===== config.mk =====
export PLATFORM = sky130hd
export DESIGN_NAME = vgm_opl_command_converter_unit_flat
export DESIGN_NICKNAME = d
export VERILOG_FILES = /design/src/vocc_pkg.sv /design/src/vocc_in_if.sv /design/src/vocc_out_if.sv /design/src/vocc_front.sv /design/src/vocc_queue.sv /design/src/vocc_back.sv /design/src/vgm_opl_command_converter_unit.sv /design/src/flat_wrapper.sv
export VERILOG_INCLUDE_DIRS = /design/src /design/src/src
export SDC_FILE = /design/constraint.sdc
export NUM_CORES = 1
export LEC_CHECK = 0
export ABC_AREA = 0
export BUFFER_PORTS_ARGS = -buffer_cell sky130_fd_sc_hd__buf_2
export CAP_MARGIN = 20
export CORE_MARGIN = 2
export CORE_UTILIZATION = 32
export CTS_BUF_LIST = sky130_fd_sc_hd__clkbuf_8
export DETAILED_ROUTE_END_ITERATION = 10
export SLEW_MARGIN = 10
export SYNTH_ARGS = -nofsm -noshare
export SYNTH_HDL_FRONTEND = slang
export SYNTH_SLANG_ARGS = --single-unit

===== constraint.sdc =====
create_clock -name clk -period 8.29 [get_ports clk]
set_clock_uncertainty 0.1 [all_clocks]
set_input_delay 1.2435 -clock clk [delete_from_list [all_inputs] [get_ports clk]]
set_output_delay 1.2435 -clock clk [all_outputs]
set_load 0.02 [all_outputs]

===== src/vgm_opl_command_converter_unit_macros.svh =====
// ----------------------------------------------------------------------------
// VGM OPL command converter assertion macros
// Property shorthands for the checks at the end of the top level.
// ----------------------------------------------------------------------------
`ifndef VGM_OPL_COMMAND_CONVERTER_UNIT_MACROS_SVH
`define VGM_OPL_COMMAND_CONVERTER_UNIT_MACROS_SVH

`ifndef NO_ASSERTIONS
// same-cycle implication
`define VOCC_ASSERT_IMP(lbl, clk, rstn, ante, cons, msg) \
  lbl: assert property (@(posedge clk) disable iff (!rstn) (ante) |-> (cons)) \
    else $error(msg);
// next-cycle implication
`define VOCC_ASSERT_NXT(lbl, clk, rstn, ante, cons, msg) \
  lbl: assert property (@(posedge clk) disable iff (!rstn) (ante) |=> (cons)) \
    else $error(msg);
`else
`define VOCC_ASSERT_IMP(lbl, clk, rstn, ante, cons, msg)
`define VOCC_ASSERT_NXT(lbl, clk, rstn, ante, cons, msg)
`endif

`endif


===== src/vocc_pkg.sv =====
// ----------------------------------------------------------------------------
// vocc_pkg
// Opcodes, divider constants and shared types of the VGM command converter.
// ----------------------------------------------------------------------------
`default_nettype none

package vocc_pkg;

  // stream opcodes
  localparam logic [7:0] OPC_WRITE_A      = 8'h5A;
  localparam logic [7:0] OPC_WRITE_B      = 8'h5B;
  localparam logic [7:0] OPC_WRITE_C      = 8'h5C;
  localparam logic [7:0] OPC_WAIT_N       = 8'h61;
  localparam logic [7:0] OPC_WAIT_FRAME   = 8'h62;
  localparam logic [7:0] OPC_WAIT_2FRAMES = 8'h63;
  localparam logic [7:0] OPC_END          = 8'h66;

  // fixed frame increments
  localparam logic [7:0] INC_FRAME   = 8'd1;
  localparam logic [7:0] INC_2FRAMES = 8'd2;

  // samples / 735 as a reciprocal multiply, exact for any 16-bit count
  localparam int             SAMPLE_W  = 16;
  localparam int             DIV_MUL_W = 17;
  localparam logic [16:0]    DIV_MUL   = 17'd91305;
  localparam int             DIV_SHIFT = 26;
  localparam int             PROD_W    = SAMPLE_W + DIV_MUL_W;
  localparam int             QUOT_W    = PROD_W - DIV_SHIFT;

  // command queue geometry
  localparam int QUEUE_DEPTH = 4;
  localparam int QPTR_W      = $clog2(QUEUE_DEPTH);
  localparam int QCNT_W      = $clog2(QUEUE_DEPTH + 1);

  localparam int DELAY_W = 16;

  // parser phase, one-hot
  typedef enum logic [2:0] {
    PH_OPCODE = 3'b001,
    PH_FIRST  = 3'b010,
    PH_SECOND = 3'b100
  } phase_t;

  // classified command kinds
  typedef enum logic [2:0] {
    CMD_WRITE = 3'b001,
    CMD_DELAY = 3'b010,
    CMD_END   = 3'b100
  } cmd_kind_t;

  // one queued command: write uses both args, delay uses arg1 as increment
  typedef struct packed {
    cmd_kind_t  kind;
    logic [7:0] arg0;
    logic [7:0] arg1;
  } cmd_t;

  typedef struct packed {
    logic full;
    logic empty;
  } q_status_t;

  typedef struct packed {
    logic [7:0]         reg_addr;
    logic [7:0]         reg_value;
    logic [DELAY_W-1:0] delay_ticks;
    logic               write_valid;
    logic               last;
  } rec_t;

endpackage

`default_nettype wire


===== src/vocc_in_if.sv =====
// ----------------------------------------------------------------------------
// vocc_in_if
// Byte stream channel: valid/ready with one stream byte per transfer.
// ----------------------------------------------------------------------------
`default_nettype none

interface vocc_in_if;
  logic       valid;
  logic       ready;
  logic [7:0] stream_byte;

  modport source (output valid, output stream_byte, input ready);
  modport sink   (input valid, input stream_byte, output ready);
endinterface

`default_nettype wire


===== src/vocc_out_if.sv =====
// ----------------------------------------------------------------------------
// vocc_out_if
// Register write record channel: valid/ready with one record per transfer.
// ----------------------------------------------------------------------------
`default_nettype none

interface vocc_out_if;
  logic        valid;
  logic        ready;
  logic [7:0]  reg_addr;
  logic [7:0]  reg_value;
  logic [15:0] delay_ticks;
  logic        write_valid;
  logic        last;

  modport source (output valid, output reg_addr, output reg_value, output delay_ticks,
                  output write_valid, output last, input ready);
  modport sink   (input valid, input reg_addr, input reg_value, input delay_ticks,
                  input write_valid, input last, output ready);
endinterface

`default_nettype wire


===== src/vocc_front.sv =====
// ----------------------------------------------------------------------------
// vocc_front
// Byte parser: tracks opcode/operand phase and emits classified commands.
// ----------------------------------------------------------------------------
`default_nettype none

module vocc_front (
  input  wire                   clk,
  input  wire                   rst_n,
  vocc_in_if.sink               in_stream,
  input  vocc_pkg::q_status_t   q_stat,
  output logic                  push,
  output vocc_pkg::cmd_t        push_cmd
);
  import vocc_pkg::*;

  phase_t      phase_r, phase_nxt;
  logic        wait_kind_r, wait_kind_nxt;
  logic [7:0]  first_r, first_nxt;
  logic        take;
  logic [7:0]  b;
  logic [SAMPLE_W-1:0] samples;
  logic [PROD_W-1:0]   prod;
  logic [QUOT_W-1:0]   quot;

  assign in_stream.ready = !q_stat.full;
  assign take            = in_stream.valid && in_stream.ready;
  assign b               = in_stream.stream_byte;

  // sample count / 735, registered by the queue entry
  assign samples = {b, first_r};
  assign prod    = PROD_W'(samples) * PROD_W'(DIV_MUL);
  assign quot    = prod[PROD_W-1:DIV_SHIFT];

  // phase and command decode
  always_comb begin
    phase_nxt     = phase_r;
    wait_kind_nxt = wait_kind_r;
    first_nxt     = first_r;
    push          = 1'b0;
    push_cmd.kind = CMD_WRITE;
    push_cmd.arg0 = first_r;
    push_cmd.arg1 = b;
    if (take) begin
      unique case (phase_r)
        PH_FIRST: begin
          first_nxt = b;
          phase_nxt = PH_SECOND;
        end
        PH_SECOND: begin
          phase_nxt = PH_OPCODE;
          push      = 1'b1;
          if (wait_kind_r) begin
            push_cmd.kind = CMD_DELAY;
            push_cmd.arg1 = 8'(quot);
          end
        end
        default: begin
          // opcode position
          phase_nxt = PH_OPCODE;
          unique case (b)
            OPC_WRITE_A, OPC_WRITE_B, OPC_WRITE_C: begin
              wait_kind_nxt = 1'b0;
              phase_nxt     = PH_FIRST;
            end
            OPC_WAIT_N: begin
              wait_kind_nxt = 1'b1;
              phase_nxt     = PH_FIRST;
            end
            OPC_WAIT_FRAME: begin
              push          = 1'b1;
              push_cmd.kind = CMD_DELAY;
              push_cmd.arg1 = INC_FRAME;
            end
            OPC_WAIT_2FRAMES: begin
              push          = 1'b1;
              push_cmd.kind = CMD_DELAY;
              push_cmd.arg1 = INC_2FRAMES;
            end
            OPC_END: begin
              push          = 1'b1;
              push_cmd.kind = CMD_END;
            end
            default: ;  // one-byte command, skipped
          endcase
        end
      endcase
    end
  end

  always_ff @(posedge clk) begin
    if (!rst_n) begin
      phase_r     <= PH_OPCODE;
      wait_kind_r <= 1'b0;
      first_r     <= 8'd0;
    end else begin
      phase_r     <= phase_nxt;
      wait_kind_r <= wait_kind_nxt;
      first_r     <= first_nxt;
    end
  end

endmodule

`default_nettype wire


===== src/vocc_queue.sv =====
// ----------------------------------------------------------------------------
// vocc_queue
// Small command FIFO between the parser and the record builder.
// ----------------------------------------------------------------------------
`default_nettype none

module vocc_queue (
  input  wire                   clk,
  input  wire                   rst_n,
  input  wire                   push,
  input  vocc_pkg::cmd_t        push_cmd,
  input  wire                   pop,
  output vocc_pkg::cmd_t        head,
  output vocc_pkg::q_status_t   q_stat
);
  import vocc_pkg::*;

  cmd_t              entries_r [QUEUE_DEPTH];
  logic [QPTR_W-1:0] wr_ptr_r, wr_ptr_nxt;
  logic [QPTR_W-1:0] rd_ptr_r, rd_ptr_nxt;
  logic [QCNT_W-1:0] count_r, count_nxt;
  logic              do_push, do_pop;

  assign q_stat.full  = (count_r == QCNT_W'(QUEUE_DEPTH));
  assign q_stat.empty = (count_r == '0);
  assign head         = entries_r[rd_ptr_r];
  assign do_push      = push && !q_stat.full;
  assign do_pop       = pop && !q_stat.empty;

  // pointer and fill update
  always_comb begin
    wr_ptr_nxt = do_push ? QPTR_W'(wr_ptr_r + 1'b1) : wr_ptr_r;
    rd_ptr_nxt = do_pop  ? QPTR_W'(rd_ptr_r + 1'b1) : rd_ptr_r;
    count_nxt  = count_r;
    if (do_push && !do_pop) begin
      count_nxt = QCNT_W'(count_r + 1'b1);
    end else if (do_pop && !do_push) begin
      count_nxt = QCNT_W'(count_r - 1'b1);
    end
  end

  always_ff @(posedge clk) begin
    if (!rst_n) begin
      wr_ptr_r <= '0;
      rd_ptr_r <= '0;
      count_r  <= '0;
    end else begin
      wr_ptr_r <= wr_ptr_nxt;
      rd_ptr_r <= rd_ptr_nxt;
      count_r  <= count_nxt;
    end
  end

  // entry storage
  always_ff @(posedge clk) begin
    if (do_push) begin
      entries_r[wr_ptr_r] <= push_cmd;
    end
  end

endmodule

`default_nettype wire


===== src/vocc_back.sv =====
// ----------------------------------------------------------------------------
// vocc_back
// Record builder: holds the pending write, accumulates delay, drives records.
// ----------------------------------------------------------------------------
`default_nettype none

module vocc_back (
  input  wire                   clk,
  input  wire                   rst_n,
  input  vocc_pkg::cmd_t        head,
  input  vocc_pkg::q_status_t   q_stat,
  output logic                  pop,
  vocc_out_if.source            out_rec
);
  import vocc_pkg::*;

  logic [DELAY_W-1:0] accum_r, accum_nxt;
  logic               pend_valid_r, pend_valid_nxt;
  logic [7:0]         pend_reg_r, pend_reg_nxt;
  logic [7:0]         pend_val_r, pend_val_nxt;
  logic               out_valid_r, out_valid_nxt;
  rec_t               rec_r, rec_nxt;
  logic               emit, out_free;

  // a command may leave the queue once any record it makes has room
  assign emit     = (head.kind == CMD_END) || ((head.kind == CMD_WRITE) && pend_valid_r);
  assign out_free = !out_valid_r || out_rec.ready;
  assign pop      = !q_stat.empty && (!emit || out_free);

  always_comb begin
    accum_nxt      = accum_r;
    pend_valid_nxt = pend_valid_r;
    pend_reg_nxt   = pend_reg_r;
    pend_val_nxt   = pend_val_r;
    out_valid_nxt  = out_valid_r;
    rec_nxt        = rec_r;
    if (out_valid_r && out_rec.ready) begin
      out_valid_nxt = 1'b0;
    end
    if (pop) begin
      unique case (head.kind)
        CMD_WRITE: begin
          if (pend_valid_r) begin
            rec_nxt       = '{pend_reg_r, pend_val_r, accum_r, 1'b1, 1'b0};
            out_valid_nxt = 1'b1;
          end
          pend_valid_nxt = 1'b1;
          pend_reg_nxt   = head.arg0;
          pend_val_nxt   = head.arg1;
          accum_nxt      = '0;
        end
        CMD_DELAY: begin
          accum_nxt = DELAY_W'(accum_r + DELAY_W'(head.arg1));
        end
        CMD_END: begin
          if (pend_valid_r) begin
            rec_nxt = '{pend_reg_r, pend_val_r, accum_r, 1'b1, 1'b1};
          end else begin
            rec_nxt = '{8'd0, 8'd0, {DELAY_W{1'b0}}, 1'b0, 1'b1};
          end
          out_valid_nxt  = 1'b1;
          pend_valid_nxt = 1'b0;
          pend_reg_nxt   = 8'd0;
          pend_val_nxt   = 8'd0;
          accum_nxt      = '0;
        end
        default: ;
      endcase
    end
  end

  always_ff @(posedge clk) begin
    if (!rst_n) begin
      accum_r      <= '0;
      pend_valid_r <= 1'b0;
      out_valid_r  <= 1'b0;
    end else begin
      accum_r      <= accum_nxt;
      pend_valid_r <= pend_valid_nxt;
      out_valid_r  <= out_valid_nxt;
    end
  end

  // payload registers
  always_ff @(posedge clk) begin
    pend_reg_r <= pend_reg_nxt;
    pend_val_r <= pend_val_nxt;
    rec_r      <= rec_nxt;
  end

  assign out_rec.valid       = out_valid_r;
  assign out_rec.reg_addr    = rec_r.reg_addr;
  assign out_rec.reg_value   = rec_r.reg_value;
  assign out_rec.delay_ticks = rec_r.delay_ticks;
  assign out_rec.write_valid = rec_r.write_valid;
  assign out_rec.last        = rec_r.last;

endmodule

`default_nettype wire


===== src/vgm_opl_command_converter_unit.sv =====
// ----------------------------------------------------------------------------
// vgm_opl_command_converter_unit
// Turns a VGM command byte stream into OPL register write records.
// ----------------------------------------------------------------------------
// Usage:
//   in_stream  : one stream byte per transfer (opcode or operand).
//   out_rec    : one register write record per transfer, carrying the delay
//                in 735-sample ticks that follows the write; the record made
//                by the end command has last set, write_valid shows whether
//                a write was pending.
//   Throughput : one byte per cycle sustained while out_rec keeps up.
//   Record path: the byte that completes the causing command queues it at its
//                transfer; the record builder pops it from the queue and loads
//                the record into the output register, which drives out_rec.
//   The parser and record builder are parted by a 4-entry command queue;
//   in_stream.ready drops only when that queue is full, i.e. after out_rec
//   has stalled long enough to back it up. A stalled record holds steady.
//   Reset (rst_n low, synchronous) empties the queue, clears the pending
//   write and delay, and returns the parser to expecting an opcode.
// ----------------------------------------------------------------------------
`default_nettype none
`include "vgm_opl_command_converter_unit_macros.svh"

module vgm_opl_command_converter_unit (
  input  wire          clk,
  input  wire          rst_n,
  vocc_in_if.sink      in_stream,
  vocc_out_if.source   out_rec
);
  import vocc_pkg::*;

  logic      push, pop;
  cmd_t      push_cmd, head;
  q_status_t q_stat;

  // byte parser
  vocc_front u_front (
    .clk       (clk),
    .rst_n     (rst_n),
    .in_stream (in_stream),
    .q_stat    (q_stat),
    .push      (push),
    .push_cmd  (push_cmd)
  );

  // command queue
  vocc_queue u_queue (
    .clk      (clk),
    .rst_n    (rst_n),
    .push     (push),
    .push_cmd (push_cmd),
    .pop      (pop),
    .head     (head),
    .q_stat   (q_stat)
  );

  // record builder
  vocc_back u_back (
    .clk     (clk),
    .rst_n   (rst_n),
    .head    (head),
    .q_stat  (q_stat),
    .pop     (pop),
    .out_rec (out_rec)
  );

  // checks
  `VOCC_ASSERT_IMP(a_no_push_full, clk, rst_n, push, !q_stat.full, "push into full queue")
  `VOCC_ASSERT_IMP(a_no_pop_empty, clk, rst_n, pop, !q_stat.empty, "pop from empty queue")
  `VOCC_ASSERT_NXT(a_push_fills, clk, rst_n, push && q_stat.empty, !q_stat.empty, "push lost")
  `VOCC_ASSERT_IMP(a_empty_rec_last, clk, rst_n, out_rec.valid && !out_rec.write_valid,
                   out_rec.last && (out_rec.delay_ticks == 16'd0),
                   "empty record not an end record")

endmodule

`default_nettype wire


===== src/flat_wrapper.sv =====
// flat-port wrapper written by rule: the top's interface ports become plain ports
module vgm_opl_command_converter_unit_flat import vocc_pkg::*;
  (clk, rst_n, in_stream_valid, in_stream_stream_byte, in_stream_ready, out_rec_valid, out_rec_reg_addr, out_rec_reg_value, out_rec_delay_ticks, out_rec_write_valid, out_rec_last, out_rec_ready);
  vocc_in_if in_stream_i ();
  vocc_out_if out_rec_i ();
  input  wire clk;
  input  wire rst_n;
  input wire logic [$bits(in_stream_i.valid)-1:0] in_stream_valid;
  input wire logic [$bits(in_stream_i.stream_byte)-1:0] in_stream_stream_byte;
  output wire logic [$bits(in_stream_i.ready)-1:0] in_stream_ready;
  output wire logic [$bits(out_rec_i.valid)-1:0] out_rec_valid;
  output wire logic [$bits(out_rec_i.reg_addr)-1:0] out_rec_reg_addr;
  output wire logic [$bits(out_rec_i.reg_value)-1:0] out_rec_reg_value;
  output wire logic [$bits(out_rec_i.delay_ticks)-1:0] out_rec_delay_ticks;
  output wire logic [$bits(out_rec_i.write_valid)-1:0] out_rec_write_valid;
  output wire logic [$bits(out_rec_i.last)-1:0] out_rec_last;
  input wire logic [$bits(out_rec_i.ready)-1:0] out_rec_ready;
  assign in_stream_i.valid = in_stream_valid;
  assign in_stream_i.stream_byte = in_stream_stream_byte;
  assign in_stream_ready = in_stream_i.ready;
  assign out_rec_valid = out_rec_i.valid;
  assign out_rec_reg_addr = out_rec_i.reg_addr;
  assign out_rec_reg_value = out_rec_i.reg_value;
  assign out_rec_delay_ticks = out_rec_i.delay_ticks;
  assign out_rec_write_valid = out_rec_i.write_valid;
  assign out_rec_last = out_rec_i.last;
  assign out_rec_i.ready = out_rec_ready;
  vgm_opl_command_converter_unit u_core (.clk(clk), .rst_n(rst_n), .in_stream(in_stream_i), .out_rec(out_rec_i));
endmodule

==> out/metrics.cfg <==
[global_route]
grt_max_degree=35
grt-ovfl-total=0
antenna_found_initial=0
grt_pass1_vias=6582
grtUsageTotal_pct=12.4
grt_pass1_wl_um=34800

[synth]
synth-seq-cells=165
synth_largest_area_cell=edfxtp_1
synth_commonest_cells=ha_1, inv_1, edfxtp_1, fa_1, nor2b_1
ys_warn_count=0
synth_nets=1124
syn-instance-count=885
synthTopCellsByArea=edfxtp_1, ha_1, fa_1
ys.flop_type=edfxtp_1
postSynthAreaPerCell_sq_um=12.4
netlist_area_sq_um=11000
yosysMostFrequentCell=ha_1
synth_edf_count=126
yosysUniqueCellTypes=60
ys_seq_area_share_pct=41.6
synth_top_area_share_pct=34.5
async_flop_share_pct=0

[sta]
setup_ws_ps=1790
drv_slew=0
period_minus_slack_ps=6500
setup_viol=0
finalCritPeriodShare_pct=78.4
hold_viol_final=0
grt_setup_unrepaired=false
timing.fmax_ghz=0.154
fin_setup_tns_ps=0
relSlewSlack_pct=30.8
worstMarginPinSlew_ps=1040

[drt]
drt-initial-drc-count=329
vias_per_cell=4.64
drt-pass1-iter-count=4
drc=0
vias=6499
finalWirelength_um=21100
wl_per_cell_um=15.1
final_antenna_net_count=0

[pwr]
power.total_w=0.00258
p_per_area_nw_per_um2=211
power_leakage_nw=5.46
ir_drop_mv=0.129

[final_layout]
drive_gt1_share_pct=11.2
n_antenna_cell=0
fin_util_pct=36.4
fill_cells=3296
final-seq-area_sq_um=4560
areaGrowthSynthToFinish_pct=11.5
layout.nets=1178
multi_input_area_sq_um=5810

[worst_setup_path]
endpoint_kind=register
crit_type=in2reg
cp_max_fo=10
crit_required_ps=8400
cp-start-kind=primary input
critPathArrivalTime_ps=6610

[cts]
clk_latency_ps=460
post_cts_buffers=0
clk_pin_slew_ps=90
cts_root_buf=clkbuf_8
cts-htree-levels=4
numCtsBuffers=17
cts_resized=0
clockBufferDepth=2
clock-sinks=165
cts_tree=yes
cts_hold_buf=0

[die]
core-area_sq_um=33600
fp.dieH_um=189
fp-row-count=67
start_util_pct=32.6
ios=48
dieArea_sq_um=35800
die_w_um=189

[placement]
gp_congestion=0.808
port_buffers=47
dp_hpwl_um=16100
dp_slack_ps=1340

[hold_path]
hp-class=reg2reg

[run]
max-cap-violations=0

[outcome]
outcome=finished, final reports clean

cell type report:
cell class	count	area share, %
well taps	448	4.59
multi-input cells	566	47.6
repair buffers	54	2.46
flip-flops and latches	165	37.4
clock buffers	17	1.91
inverters	135	4.15
clock inverters	15	1.97
path summary, 6_finish.rpt:
path              slack [ps]                 startpoint                              to  cells past startpoint
setup / recovery        1790   in_stream_stream_byte[5]  u_core.u_queue.entries_r[2][6]                     18
hold / removal           390   u_core.u_back.accum_r[2]        u_core.u_back.accum_r[2]                      2
setup reg to reg        1940  u_core.u_front.first_r[6]  u_core.u_queue.entries_r[2][6]                     19
hold reg to reg          390   u_core.u_back.accum_r[2]        u_core.u_back.accum_r[2]                      2
cell usage in the layout, fill, tap and decap left out, drive strengths merged, types with 9 or more instances in the layout:
cell,instances
buf,53
xnor2,14
edfxtp,126
nand3,18
dfxtp,39
ha,158
a21oi,26
fa,69
inv,142
o21ai,20
nand2,34
nor2b,62
mux4,19
clkbuf,17
and2,16
nor2,23
a21boi,9
where the power goes:
| part | internal (W) | switching (W) | leakage (nW) | total [W] |
|---|---|---|---|---|
| logic | 0.000377 | 0.000515 | 3.68 | 0.000892 |
| registers | 0.000976 | 0.0000328 | 1.54 | 0.00101 |
| clock network | 0.000368 | 0.000315 | 0.242 | 0.000682 |
worst max-delay path, stage by stage:
cell	delay [ps]
buf_2	240
ha_1	290
fa_1	460
fa_1	500
fa_1	510
fa_1	540
inv_1	50
fa_1	520
inv_1	40
ha_1	310
nand4_1	100
nor2_1	60
a211oi_1	280
a31oi_1	280
o41ai_4	380
o21ai_0	160
or3_1	310
a32o_1	300
layer usage:
| metal | global-route usage, % | up-vias | part of all wire (%) |
|---|---|---|---|
| met5 | 0 | - | 0 |
| met4 | 3.25 | 0 | 1.1 |
| met3 | 1.59 | 16 | 2.7 |
| met2 | 20.5 | 115 | 47 |
| met1 | 17.3 | 3169 | 49 |
| li1 | - | 3199 | - |
cells by family (layout without fill, tap and decap cells):
group	Yosys count	count (layout)	share of synthesized area (%)
xor gates and xnor gates	22	22	1.76
AOI/OAI and AO/OA	101	101	6.23
and+or+nand+nor	191	191	9.68
DFF	165	165	41.6
buffers and inverters	154	221	5.45
muxes	25	25	4.62
adders and majority gates	227	227	30.6
state kept, by name, summed over array words and instances, names as in the netlist, 2 cells and up, named ones only:
name                               count
u_core.u_queue.rd_ptr_r                2
u_core.u_back.pend_val_r               8
u_core.u_back.out_rec.reg_value        8
u_core.u_back.out_rec.reg_addr         8
u_core.u_front.phase_r                 3
u_core.u_queue.entries_r              76
u_core.u_front.first_r                 8
u_core.u_back.pend_reg_r               8
u_core.u_queue.count_r                 3
u_core.u_back.accum_r                 16
u_core.u_queue.wr_ptr_r                2
u_core.u_back.out_rec.delay_ticks     16
metrics by stage:
step	instance area, sq um	std cells	hold slack (ps)
after floorplan	11000	885	354
after global placement	11700	1366	379
after detailed placement	11700	1367	384
after CTS	12200	1399	395
after global routing	12200	1400	423
final	12200	1400	389
No activity file was read; power rests on OpenSTA's default activity.
